--- config.mk ---
export PLATFORM = sky130hd
export DESIGN_NAME = positional_list_store
export DESIGN_NICKNAME = d
export VERILOG_FILES = /design/src/pls_pkg.sv /design/src/positional_list_store.sv /design/src/pls_ram.sv
export SDC_FILE = /design/constraint.sdc
export NUM_CORES = 1
export LEC_CHECK = 0
export ABC_AREA = 0
export BUFFER_PORTS_ARGS = -buffer_cell sky130_fd_sc_hd__buf_2
export CAP_MARGIN = 20
export CORE_UTILIZATION = 50
export DETAILED_ROUTE_END_ITERATION = 8
export PLACE_DENSITY = 0.68
export SLEW_MARGIN = 20
export SYNTH_ARGS = -nofsm -noshare
export SYNTH_HDL_FRONTEND = slang
export SYNTH_SLANG_ARGS = --single-unit
--- constraint.sdc ---
create_clock -name clk -period 4 [get_ports clk]
set_input_delay 0.2 -clock clk [delete_from_list [all_inputs] [get_ports clk]]
set_output_delay 0.2 -clock clk [all_outputs]
set_load 0.01 [all_outputs]
--- src/pls_pkg.sv ---
`default_nettype none

package pls_pkg;

  localparam int DEPTH      = 32;
  localparam int DATA_WIDTH = 32;

  // widths of the request and result fields
  localparam int CMD_W   = 2;
  localparam int WHERE_W = 2;
  localparam int POS_W   = 6;
  localparam int VALUE_W = 32;
  localparam int STAT_W  = 2;
  localparam int CNT_OUT_W = 6;
  localparam int ELEM_W  = 32;

  // internal widths
  localparam int AW = $clog2(DEPTH);
  localparam int CW = $clog2(DEPTH + 1);
  localparam int PW = POS_W + CW;

  localparam logic [CMD_W-1:0] CMD_INSERT = 2'd0;
  localparam logic [CMD_W-1:0] CMD_DELETE = 2'd1;
  localparam logic [CMD_W-1:0] CMD_DUMP   = 2'd2;

  localparam logic [WHERE_W-1:0] WHERE_FRONT = 2'd0;
  localparam logic [WHERE_W-1:0] WHERE_BACK  = 2'd1;
  localparam logic [WHERE_W-1:0] WHERE_AT    = 2'd2;

  localparam logic [STAT_W-1:0] ST_OK     = 2'd0;
  localparam logic [STAT_W-1:0] ST_BADPOS = 2'd1;
  localparam logic [STAT_W-1:0] ST_EMPTY  = 2'd2;
  localparam logic [STAT_W-1:0] ST_FULL   = 2'd3;

endpackage

`default_nettype wire

--- src/positional_list_store.sv ---
// Ordered list of up to DEPTH words kept in one single-port-write, registered-read RAM.
// A request is taken only while the block is idle; one finished result may still wait at
// the output. Insert at 1-based position p shifts the count-p+1 later words up one slot
// through the RAM, one word per cycle, then writes the new word. Delete at p shifts
// count-p words down. Insert at the back and delete at the back take no shift. A dump
// streams one word per cycle from the RAM read port while out_ready stays high.
// Error and status-only results skip the RAM and go straight to S_DONE.
`default_nettype none

module positional_list_store (
  input  wire logic                           clk,
  input  wire logic                           rst,
  input  wire logic                           in_valid,
  output logic                                in_ready,
  input  wire logic [pls_pkg::CMD_W-1:0]      cmd,
  input  wire logic [pls_pkg::WHERE_W-1:0]    where,
  input  wire logic [pls_pkg::POS_W-1:0]      position,
  input  wire logic [pls_pkg::VALUE_W-1:0]    value,
  output logic                                out_valid,
  input  wire logic                           out_ready,
  output logic      [pls_pkg::STAT_W-1:0]     status,
  output logic      [pls_pkg::CNT_OUT_W-1:0]  count,
  output logic      [pls_pkg::ELEM_W-1:0]     element,
  output logic      [pls_pkg::CNT_OUT_W-1:0]  element_pos,
  output logic                                last
);

  localparam logic [1:0] S_IDLE = 2'd0;
  localparam logic [1:0] S_WALK = 2'd1;
  localparam logic [1:0] S_PUT  = 2'd2;
  localparam logic [1:0] S_DONE = 2'd3;

  logic [1:0]                        state, state_next;
  logic [pls_pkg::CW-1:0]            count_q;
  logic [pls_pkg::CMD_W-1:0]         op_q;
  logic [pls_pkg::STAT_W-1:0]        st_q;
  logic [pls_pkg::AW-1:0]            idx_q;
  logic [pls_pkg::DATA_WIDTH-1:0]    val_q;
  logic [pls_pkg::AW-1:0]            rd_next;
  logic [pls_pkg::CW-1:0]            rd_left;
  logic [pls_pkg::AW-1:0]            ra_q;
  logic                              rv;

  // decode of the incoming request
  logic [pls_pkg::STAT_W-1:0]        d_st;
  logic [1:0]                        d_state;
  logic [pls_pkg::CW-1:0]            d_idx;
  logic [pls_pkg::AW-1:0]            d_first;
  logic [pls_pkg::CW-1:0]            d_left;
  logic                              d_dec;
  logic                              bad;
  logic [pls_pkg::PW-1:0]            pos_w;
  logic [pls_pkg::PW-1:0]            cnt_w;

  logic                              in_acc;
  logic                              out_free;
  logic                              consume;
  logic                              issue;
  logic                              walk_end;
  logic                              we;
  logic [pls_pkg::AW-1:0]            waddr;
  logic [pls_pkg::DATA_WIDTH-1:0]    wdata;
  logic [pls_pkg::DATA_WIDTH-1:0]    rdata;
  logic [pls_pkg::CW-1:0]            dump_pos;

  assign in_ready = (state == S_IDLE);
  assign in_acc   = in_valid && in_ready;
  assign out_free = !out_valid || out_ready;
  assign pos_w    = pls_pkg::PW'(position);
  assign cnt_w    = pls_pkg::PW'(count_q);

  always_comb begin
    d_st    = pls_pkg::ST_OK;
    d_state = S_DONE;
    d_idx   = '0;
    d_first = '0;
    d_left  = '0;
    d_dec   = 1'b0;
    bad     = 1'b0;
    case (cmd)
      pls_pkg::CMD_INSERT: begin
        case (where)
          pls_pkg::WHERE_FRONT: d_idx = '0;
          pls_pkg::WHERE_BACK:  d_idx = count_q;
          pls_pkg::WHERE_AT: begin
            bad   = (pos_w == '0) || (pos_w > cnt_w + pls_pkg::PW'(1));
            d_idx = pls_pkg::CW'(position) - pls_pkg::CW'(1);
          end
          default: bad = 1'b1;
        endcase
        if (bad) begin
          d_st = pls_pkg::ST_BADPOS;
        end else if (count_q == pls_pkg::CW'(pls_pkg::DEPTH)) begin
          d_st = pls_pkg::ST_FULL;
        end else begin
          d_left  = count_q - d_idx;
          d_first = pls_pkg::AW'(count_q - pls_pkg::CW'(1));
          d_state = (d_left == '0) ? S_PUT : S_WALK;
        end
      end
      pls_pkg::CMD_DELETE: begin
        if (count_q == '0) begin
          d_st = pls_pkg::ST_EMPTY;
        end else begin
          case (where)
            pls_pkg::WHERE_FRONT: d_idx = '0;
            pls_pkg::WHERE_BACK:  d_idx = count_q - pls_pkg::CW'(1);
            pls_pkg::WHERE_AT: begin
              bad   = (pos_w == '0) || (pos_w > cnt_w);
              d_idx = pls_pkg::CW'(position) - pls_pkg::CW'(1);
            end
            default: bad = 1'b1;
          endcase
          if (bad) begin
            d_st = pls_pkg::ST_BADPOS;
          end else begin
            d_left  = count_q - pls_pkg::CW'(1) - d_idx;
            d_first = pls_pkg::AW'(d_idx + pls_pkg::CW'(1));
            if (d_left == '0) begin
              d_dec = 1'b1;
            end else begin
              d_state = S_WALK;
            end
          end
        end
      end
      pls_pkg::CMD_DUMP: begin
        if (count_q == '0) begin
          d_st = pls_pkg::ST_EMPTY;
        end else begin
          d_first = '0;
          d_left  = count_q;
          d_state = S_WALK;
        end
      end
      default: d_st = pls_pkg::ST_OK;
    endcase
  end

  // rdata is a pipeline stage: it drains into a ram write or the output register
  assign consume  = (state == S_WALK) && rv && ((op_q != pls_pkg::CMD_DUMP) || out_free);
  assign issue    = (state == S_WALK) && (rd_left != '0) && (!rv || consume);
  assign walk_end = (state == S_WALK) && (rd_left == '0) && (!rv || consume);
  assign dump_pos = pls_pkg::CW'(ra_q) + pls_pkg::CW'(1);

  always_comb begin
    we    = 1'b0;
    waddr = '0;
    wdata = rdata;
    if (consume && op_q == pls_pkg::CMD_INSERT) begin
      we    = 1'b1;
      waddr = ra_q + pls_pkg::AW'(1);
    end else if (consume && op_q == pls_pkg::CMD_DELETE) begin
      we    = 1'b1;
      waddr = ra_q - pls_pkg::AW'(1);
    end else if (state == S_PUT) begin
      we    = 1'b1;
      waddr = idx_q;
      wdata = val_q;
    end
  end

  always_comb begin
    state_next = state;
    case (state)
      S_IDLE: if (in_acc) state_next = d_state;
      S_WALK: begin
        if (walk_end) begin
          case (op_q)
            pls_pkg::CMD_INSERT: state_next = S_PUT;
            pls_pkg::CMD_DELETE: state_next = S_DONE;
            default:             state_next = S_IDLE;
          endcase
        end
      end
      S_PUT:  state_next = S_DONE;
      S_DONE: if (out_free) state_next = S_IDLE;
      default: state_next = S_IDLE;
    endcase
  end

  pls_ram #(
    .WIDTH (pls_pkg::DATA_WIDTH),
    .DEPTH (pls_pkg::DEPTH)
  ) u_ram (
    .clk   (clk),
    .we    (we),
    .waddr (waddr),
    .wdata (wdata),
    .re    (issue),
    .raddr (rd_next),
    .rdata (rdata)
  );

  always_ff @(posedge clk) begin
    if (rst) begin
      state     <= S_IDLE;
      count_q   <= '0;
      rv        <= 1'b0;
      rd_left   <= '0;
      out_valid <= 1'b0;
    end else begin
      state <= state_next;

      if (in_acc) begin
        op_q    <= cmd;
        st_q    <= d_st;
        idx_q   <= pls_pkg::AW'(d_idx);
        val_q   <= pls_pkg::DATA_WIDTH'(value);
        rd_next <= d_first;
        rd_left <= d_left;
        if (d_dec) begin
          count_q <= count_q - pls_pkg::CW'(1);
        end
      end

      if (issue) begin
        ra_q    <= rd_next;
        rd_left <= rd_left - pls_pkg::CW'(1);
        if (op_q == pls_pkg::CMD_INSERT) begin
          rd_next <= rd_next - pls_pkg::AW'(1);
        end else begin
          rd_next <= rd_next + pls_pkg::AW'(1);
        end
        rv <= 1'b1;
      end else if (consume) begin
        rv <= 1'b0;
      end

      if (walk_end && op_q == pls_pkg::CMD_DELETE) begin
        count_q <= count_q - pls_pkg::CW'(1);
      end
      if (state == S_PUT) begin
        count_q <= count_q + pls_pkg::CW'(1);
      end

      if (consume && op_q == pls_pkg::CMD_DUMP) begin
        out_valid   <= 1'b1;
        status      <= pls_pkg::ST_OK;
        count       <= pls_pkg::CNT_OUT_W'(count_q);
        element     <= pls_pkg::ELEM_W'(rdata);
        element_pos <= pls_pkg::CNT_OUT_W'(dump_pos);
        last        <= (dump_pos == count_q);
      end else if (state == S_DONE && out_free) begin
        out_valid   <= 1'b1;
        status      <= st_q;
        count       <= pls_pkg::CNT_OUT_W'(count_q);
        element     <= '0;
        element_pos <= '0;
        last        <= 1'b1;
      end else if (out_ready) begin
        out_valid <= 1'b0;
      end
    end
  end

  // no read data may be left in the ram stage once a new request can be taken
  a_idle_drained: assert property (@(posedge clk) disable iff (rst)
    (state == S_IDLE) |-> (!rv && rd_left == '0))
    else $error("read data left in flight at idle");

  // a dump never modifies the store
  a_dump_no_write: assert property (@(posedge clk) disable iff (rst)
    (state == S_WALK && op_q == pls_pkg::CMD_DUMP) |-> !we)
    else $error("ram write during dump");

  // the count only moves while a request is being worked
  a_count_hold: assert property (@(posedge clk) disable iff (rst)
    (state == S_IDLE && !in_acc) |=> (count_q == $past(count_q)))
    else $error("count changed while idle");

  a_count_range: assert property (@(posedge clk) disable iff (rst)
    (state == S_PUT) |-> (count_q < pls_pkg::CW'(pls_pkg::DEPTH)))
    else $error("insert into a full list");

endmodule

`default_nettype wire

--- src/pls_ram.sv ---
`default_nettype none

module pls_ram #(
  parameter int WIDTH = 32,
  parameter int DEPTH = 32
) (
  input  wire logic                     clk,
  input  wire logic                     we,
  input  wire logic [$clog2(DEPTH)-1:0] waddr,
  input  wire logic [WIDTH-1:0]         wdata,
  input  wire logic                     re,
  input  wire logic [$clog2(DEPTH)-1:0] raddr,
  output logic      [WIDTH-1:0]         rdata
);

  logic [WIDTH-1:0] mem [DEPTH];

  always_ff @(posedge clk) begin
    if (we) begin
      mem[waddr] <= wdata;
    end
    // read data holds while re is low
    if (re) begin
      rdata <= mem[raddr];
    end
  end

endmodule

`default_nettype wire
==> results.md, run 1 <==
* Final GP Congestion at 0.893
* Setup slack, reg-to-reg at 460 ps
* I/O Pins at 95
* DRC viols at 0
* Syn nets at 2251
* Util after Layout at 0.582
* Vias at 22.6k
* Simple-Gate Fraction of Synth Area at 0.0268
* Clock Path Buffers at 3
* Final setup vio count at 0
* GR Layer Usage met2 at 0.371
* First-pass GRT wire length at 156000 µm
* P&R area growth vs syn at 14.9%
* Pin count of the biggest net entering global routing at 82
* Largest family of logic cells by synthesized area: multiplexers
* Worst-path clk slew at 60 ps
* Max-slew violations at 0
* Arrival @ worst endpoint at 3910 ps
* Die ar. at 94600 µm²
* RSZ-0062 raised after global routing: false
* Initial antenna violation count at 1
* Async SR Flop Fraction at 0
* HP Class: input port to flip-flop
* Fin Setup TNS at 0 ps
* Number of setup buffers added after CTS at 0
* Root Buffer: clkbuf_16
* Max_cap viols at 0
* Yosys warning total at 0
* CTS tree: yes
* Pre-antenna DRT Iters at 5
* Grt total ovfl at 0
* Synthesized flop and latch total at 1170
* Antenna-violating nets left at 0
* Initial DRC Count at 2544
* Vias in the first global route at 23.4k
* Synth Area in Compound Gates at 0.0203
* GRT Total Usage at 0.229
* Cts repair resizes at 0
* Grt met3 use at 0.0327
* Required time worst endpoint at 4370 ps
* Crit-path max FO at 14
* Post-synth top area share at 0.742
* F_max at 283 MHz
* Avg Cell Area, Syn at 21.6 µm²
* Clock sink count at 1170
* Met1 GRT Util at 0.332
* Yosys cell types at 75
* Synth area leaders: edfxtp_1 74%, mux4_2 15%, mux2_2 1.6%
* Share of cells above drive strength 1 at 0.321
* Mux contribution to synthesized area at 0.171
* Crit. End Element: flip-flop
* Worst-Margin Slew at 1070 ps
* Mapped Area at 46700 µm²
* Adder-Cell Fraction of Synth Area at 0.0125
* CP Launch Type: flip-flop
* Cell Pwr Density at 568 nW/µm²
* Seq/Total Area, Yosys at 0.749
* Final WL at 106000 µm
* Total core area at 92100 µm²
* Pleak at 17.0 nW
* Gate Count Post-Synth at 2160
* Worst clock skew at 20.9 ps
* Top FF cell, synth: edfxtp_1
* Final Hold Vio Count at 0
* Commonest cells post-synth: 1154 x edfxtp_1, 320 x mux4_2, 70 x nor2_1
* Clk Latency, worst-skew pair at 690 ps
* Initial cell density of the core at 0.507
* Die Span X at 308 µm
* Routed length per instance at 28.3 µm
* EDFF count, synth at 1154
* Vert. Die Dim at 308 µm
* Status: finished clean
* Fill count at 6626
* Fin crit period at 3540 ps
* Post-DP HPWL at 60600 µm
* Buffers on Ports at 94
* # H-tree levels at 3
* Cell taking the most area after synthesis: edfxtp_1
* # nets final at 2487
* Vias per cell at 6.06
* Worst vdd ir at 0.462 mV
* CP Class: flip-flop to flip-flop
* XOR/XNOR Fraction of Synth Area at 0.00694
* CTS Buf Count at 113
* Hold_buf cts at 38
* Row Count at 111
* Count leader, synth: edfxtp_1
* Slew HR at 0.290
* Busiest grt layer: met2
* Tcrit/Tclk final at 0.885
-- worst max-delay path, cell delays in order (launching register included) --
cell and delay (ps):
edfxtp_1 550, inv_1 140, ha_1 170, nor3b_1 280
xnor2_1 130, a21o_1 190, a22oi_1 350, and2_1 230
nand2_1 260, nor2_4 560, buf_4 350
-- where the power goes --
group	total (mW)	internal [mW]	switching (mW)
combinational	5.06	2.04	3.01
sequential	14.6	14.5	0.137
clock	10.8	6.34	4.47
total	30.5	22.8	7.63
-- path summary, 6_finish.rpt --
| path | from | to | cells past startpoint |
|---|---|---|---|
| min | value[23] | val_q[23] | 2 |
| min reg2reg | st_q[0] | status[0] | 1 |
| max reg2reg | ra_q[0] | u_ram.mem[16][19] | 10 |
| max | ra_q[0] | u_ram.mem[16][19] | 10 |
-- kinds of logic (layout without fill, tap and decap cells) --
kind of cell	count (synthesis)	after routing
buf+inv	140	467
xor+xnor	37	37
flops	1170	1170
fa+ha+maj	45	45
simple gates	244	244
compound gates	135	135
mux	389	389
other cells	0	1
-- cell usage in the layout (no fill, tap or decap), types with 5 or more instances in the layout --
cell	count
a21o_1	14
a21oi_1	33
a22oi_1	5
a31oi_1	8
and2_1	40
buf_12	22
buf_2	94
buf_4	73
bufinv_16	17
clkbuf_1	15
clkbuf_16	115
clkinv_1	29
clkinv_2	17
clkinvlp_4	6
dfxtp_1	16
dlygate4sd3_1	38
edfxtp_1	1154
ha_1	42
inv_1	33
mux2_2	65
mux4_2	320
nand2_1	45
nand2b_1	11
nand3_1	27
nor2_1	37
nor2_4	33
nor2b_1	8
nor3_1	7
o2111ai_1	5
o21ai_0	19
o22ai_1	8
xnor2_1	23
xor2_1	14
-- routing by layer --
layer  vias up  part of all wire
li1       9512                 -
met1     12170              0.42
met2       793              0.49
met3       126             0.066
met4         0             0.017
met5         -                 0
-- state kept, by name, indices dropped and copies added, names as in the netlist --
| signal | count |
|---|---|
| idx_q | 5 |
| state | 2 |
| ra_q | 5 |
| status | 2 |
| count_q | 6 |
| count | 6 |
| out_valid | 1 |
| last | 1 |
| op_q | 2 |
| rd_left | 6 |
| u_ram.mem | 1024 |
| rv | 1 |
| element | 32 |
| u_ram.rdata | 32 |
| rd_next | 5 |
| val_q | 32 |
| st_q | 2 |
| element_pos | 6 |
-- metrics by stage --
stage / std cells / power [mW] / setup slack, ps / hold WS, ps / area (µm²)
global route: 3730 / 31.5 / 230 / 206 / 53600
global placement: 3486 / 19.8 / 559 / 376 / 49500
floorplan: 2160 / 18.2 / 530 / 278 / 46700
detailed placement: 3486 / 19.9 / 479 / 378 / 49500
finish: 3731 / 30.5 / 461 / 223 / 53600
CTS: 3730 / 30.7 / 477 / 177 / 53600
-- layout make-up --
cell class	count	area, µm²	share of cell area
well taps	1243	1560	0.0290
diodes	1	2.50	0.0000467
multi-input cells	850	11400	0.212
flip-flops and latches	1170	35000	0.652
clock buffers	130	2930	0.0547
repair buffers	227	1840	0.0343
inverters	34	128	0.00238
clock inverters	76	837	0.0156
Power figures use the tool's default switching activity.
==> run 2, diff against run 1 <==
- CORE_MARGIN: not set -> 5
- SYNTH_HIERARCHICAL: not set -> 1
==> results.md, run 2 <==
* First-pass GRT wire length at 178000 µm
* Top FF cell, synth: edfxtp_1
* Mapped Area at 47500 µm²
* Pre-antenna DRT Iters at 5
* Synth Area in Compound Gates at 0.0598
* Crit. End Element: flip-flop
* Count leader, synth: edfxtp_1
* Synth area leaders: edfxtp_1 73%, mux2i_1 11%, a22oi_1 1.6%
* Adder-Cell Fraction of Synth Area at 0.0123
* Clock Path Buffers at 3
* I/O Pins at 95
* Top reg by flops: u_ram/mem
* Slew HR at 0.349
* Die Span X at 318 µm
* Simple-Gate Fraction of Synth Area at 0.0487
* CTS tree: yes
* Grt total ovfl at 0
* F_max at 273 MHz
* Yosys cell types at 71
* Clock sink count at 1170
* Syn nets at 2963
* Routed length per instance at 27.4 µm
* Antenna-violating nets left at 0
* Mux contribution to synthesized area at 0.116
* Max_cap viols at 0
* Power, Total at 37.3 mW
* Max-slew violations at 0
* Fin crit period at 3670 ps
* CP Class: flip-flop to flip-flop
* Setup slack, reg-to-reg at 330 ps
* Vias in the first global route at 26.7k
* Row Count at 113
* # H-tree levels at 3
* Final setup vio count at 0
* Post-route setup slack at 332 ps
* Vias per cell at 5.98
* Pleak at 18.9 nW
* Initial cell density of the core at 0.502
* Die ar. at 101000 µm²
* XOR/XNOR Fraction of Synth Area at 0.00700
* Async SR Flop Fraction at 0
* Commonest cells post-synth: 1154 x edfxtp_1, 514 x mux2i_1, 137 x nand2_1
* Arrival @ worst endpoint at 4280 ps
* DP Cell Count at 4229
* Buffers on Ports at 94
* Tcrit/Tclk final at 0.917
* Max reg flops at 1024
* Final Instance Area at 54800 µm²
* # nets final at 3206
* EDFF count, synth at 1154
* Total core area at 94700 µm²
* Post-DP HPWL at 78200 µm
* Largest family of logic cells by synthesized area: multiplexers
* Most frequent cells in the layout: 1154 x edfxtp_1, 514 x mux2i_1, 136 x nand2_1
* Worst slack, placed at 303 ps
* Post-route insts no fill at 4477
* Initial DRC Count at 2709
* CP Launch Type: flip-flop
* Vert. Die Dim at 318 µm
* CTS Buf Count at 114
* P&R area growth vs syn at 15.3%
* Leading cell type in the layout, fill and taps excluded: edfxtp_1
* GRT Total Usage at 0.237
* Initial antenna violation count at 2
* DRC viols at 0
* Gate Count Post-Synth at 2872
* Required time worst endpoint at 4620 ps
* Root Buffer: clkbuf_16
* Avg Cell Area, Syn at 16.5 µm²
* Cell Pwr Density at 680 nW/µm²
* RSZ-0062 raised after global routing: false
* Worst vdd ir at 0.415 mV
* Worst-path clk slew at 60 ps
* Status: finished clean
* Clk Latency, worst-skew pair at 690 ps
* Post-synth top area share at 0.729
* Yosys warning total at 6
* Pin count of the biggest net entering global routing at 99
* Vias at 26.8k
* Share of cells above drive strength 1 at 0.159
* Crit-path max FO at 14
* Final GP Congestion at 0.866
* Seq/Total Area, Yosys at 0.736
* Worst-Margin Slew at 975 ps
* Worst clock skew at 31.3 ps
* Synthesized flop and latch total at 1170
* Fill count at 7040
* Area after DPL at 50700 µm²
* HP Class: input port to flip-flop
* WHS at 95.2 ps
* Final WL at 123000 µm
* Cell taking the most area after synthesis: edfxtp_1
* Number of setup buffers added after CTS at 0
* Final Hold Vio Count at 0
run 2: changes by cell type in the layout (fill, tap and decap cells not counted), moves of 63 or more:
cell	change
a21oi_1	+99
mux2i_1	+510
a22o_1	+63
nand2_1	+91
nand3_1	+96
mux4_2	-320
a22oi_1	+95
run 2: logic make-up (layout without fill, tap and decap cells):
kind of cell             after synthesis  count (layout)
AO/OA/AOI/OAI                        418             418
adder cells (fa/ha/maj)               45              45
flip-flops                          1170            1170
XOR/XNOR                              38              38
AND/OR/NAND/NOR                      472             472
other                                  0               1
multiplexers                         546             546
buffers and inverters                183             522
run 2: power by group:
| part | leakage [nW] | internal, mW | switching [mW] | total (mW) |
|---|---|---|---|---|
| Sequential | 10.5 | 15.7 | 0.324 | 16.0 |
| Combinational | 6.62 | 3.25 | 7.34 | 10.6 |
| Clock | 1.82 | 6.15 | 4.48 | 10.6 |
run 2: path summary, 6_finish.rpt:
path,startpoint,endpoint,cells after the start
hold reg to reg,st_q[0],status[0],1
setup reg to reg,count_q[0],count_q[4],13
hold / removal,out_ready,out_valid,3
setup / recovery,count_q[0],count_q[4],13
run 2: repair_timing:
action | CTS | global route
resized for setup | 0 | 1
endpoints found under the setup margin | 0 | 1
hold buffers | 35 | 0
hold endpoints to repair | 41 | 0
run 2: layout make-up:
| type | instances | area [µm²] | area share |
|---|---|---|---|
| Antenna cell | 1 | 2.50 | 0.0000457 |
| Clock buffer | 135 | 2970 | 0.0543 |
| Clock inverter | 77 | 766 | 0.0140 |
| Inverter | 30 | 113 | 0.00205 |
| Multi-Input combinational cell | 1519 | 11900 | 0.217 |
| Sequential cell | 1170 | 35000 | 0.638 |
| Tap cell | 1265 | 1580 | 0.0289 |
| Timing Repair Buffer | 280 | 2500 | 0.0457 |
run 2: through the flow:
stage          utilization  setup TNS, ps
2_1_floorplan            -         -16090
3_3_place_gp         0.532              0
3_5_place_dp         0.535              0
4_1_cts              0.579              0
5_1_grt              0.579              0
6_report             0.579              0
run 2: critical path, cell delays in order (launching register included):
cell and delay [ps]:
dfxtp_1 310, buf_4 210, or4_4 560, nand2_1 210, a21bo_2 180, nand2_1 100, ha_1 380, o21ai_0 100
a21oi_1 80, o22a_2 210, or3_4 410, a211oi_4 490, o221ai_1 180, a21oi_1 170
run 2: routing by layer:
layer / track usage / routed length (µm) / up-vias
met5: 0 / 0 / -
met4: 0.0912 / 4740 / 0
met3: 0.0364 / 9400 / 204
li1: - / - / 11779
met1: 0.318 / 48900 / 13661
met2: 0.394 / 59700 / 1121
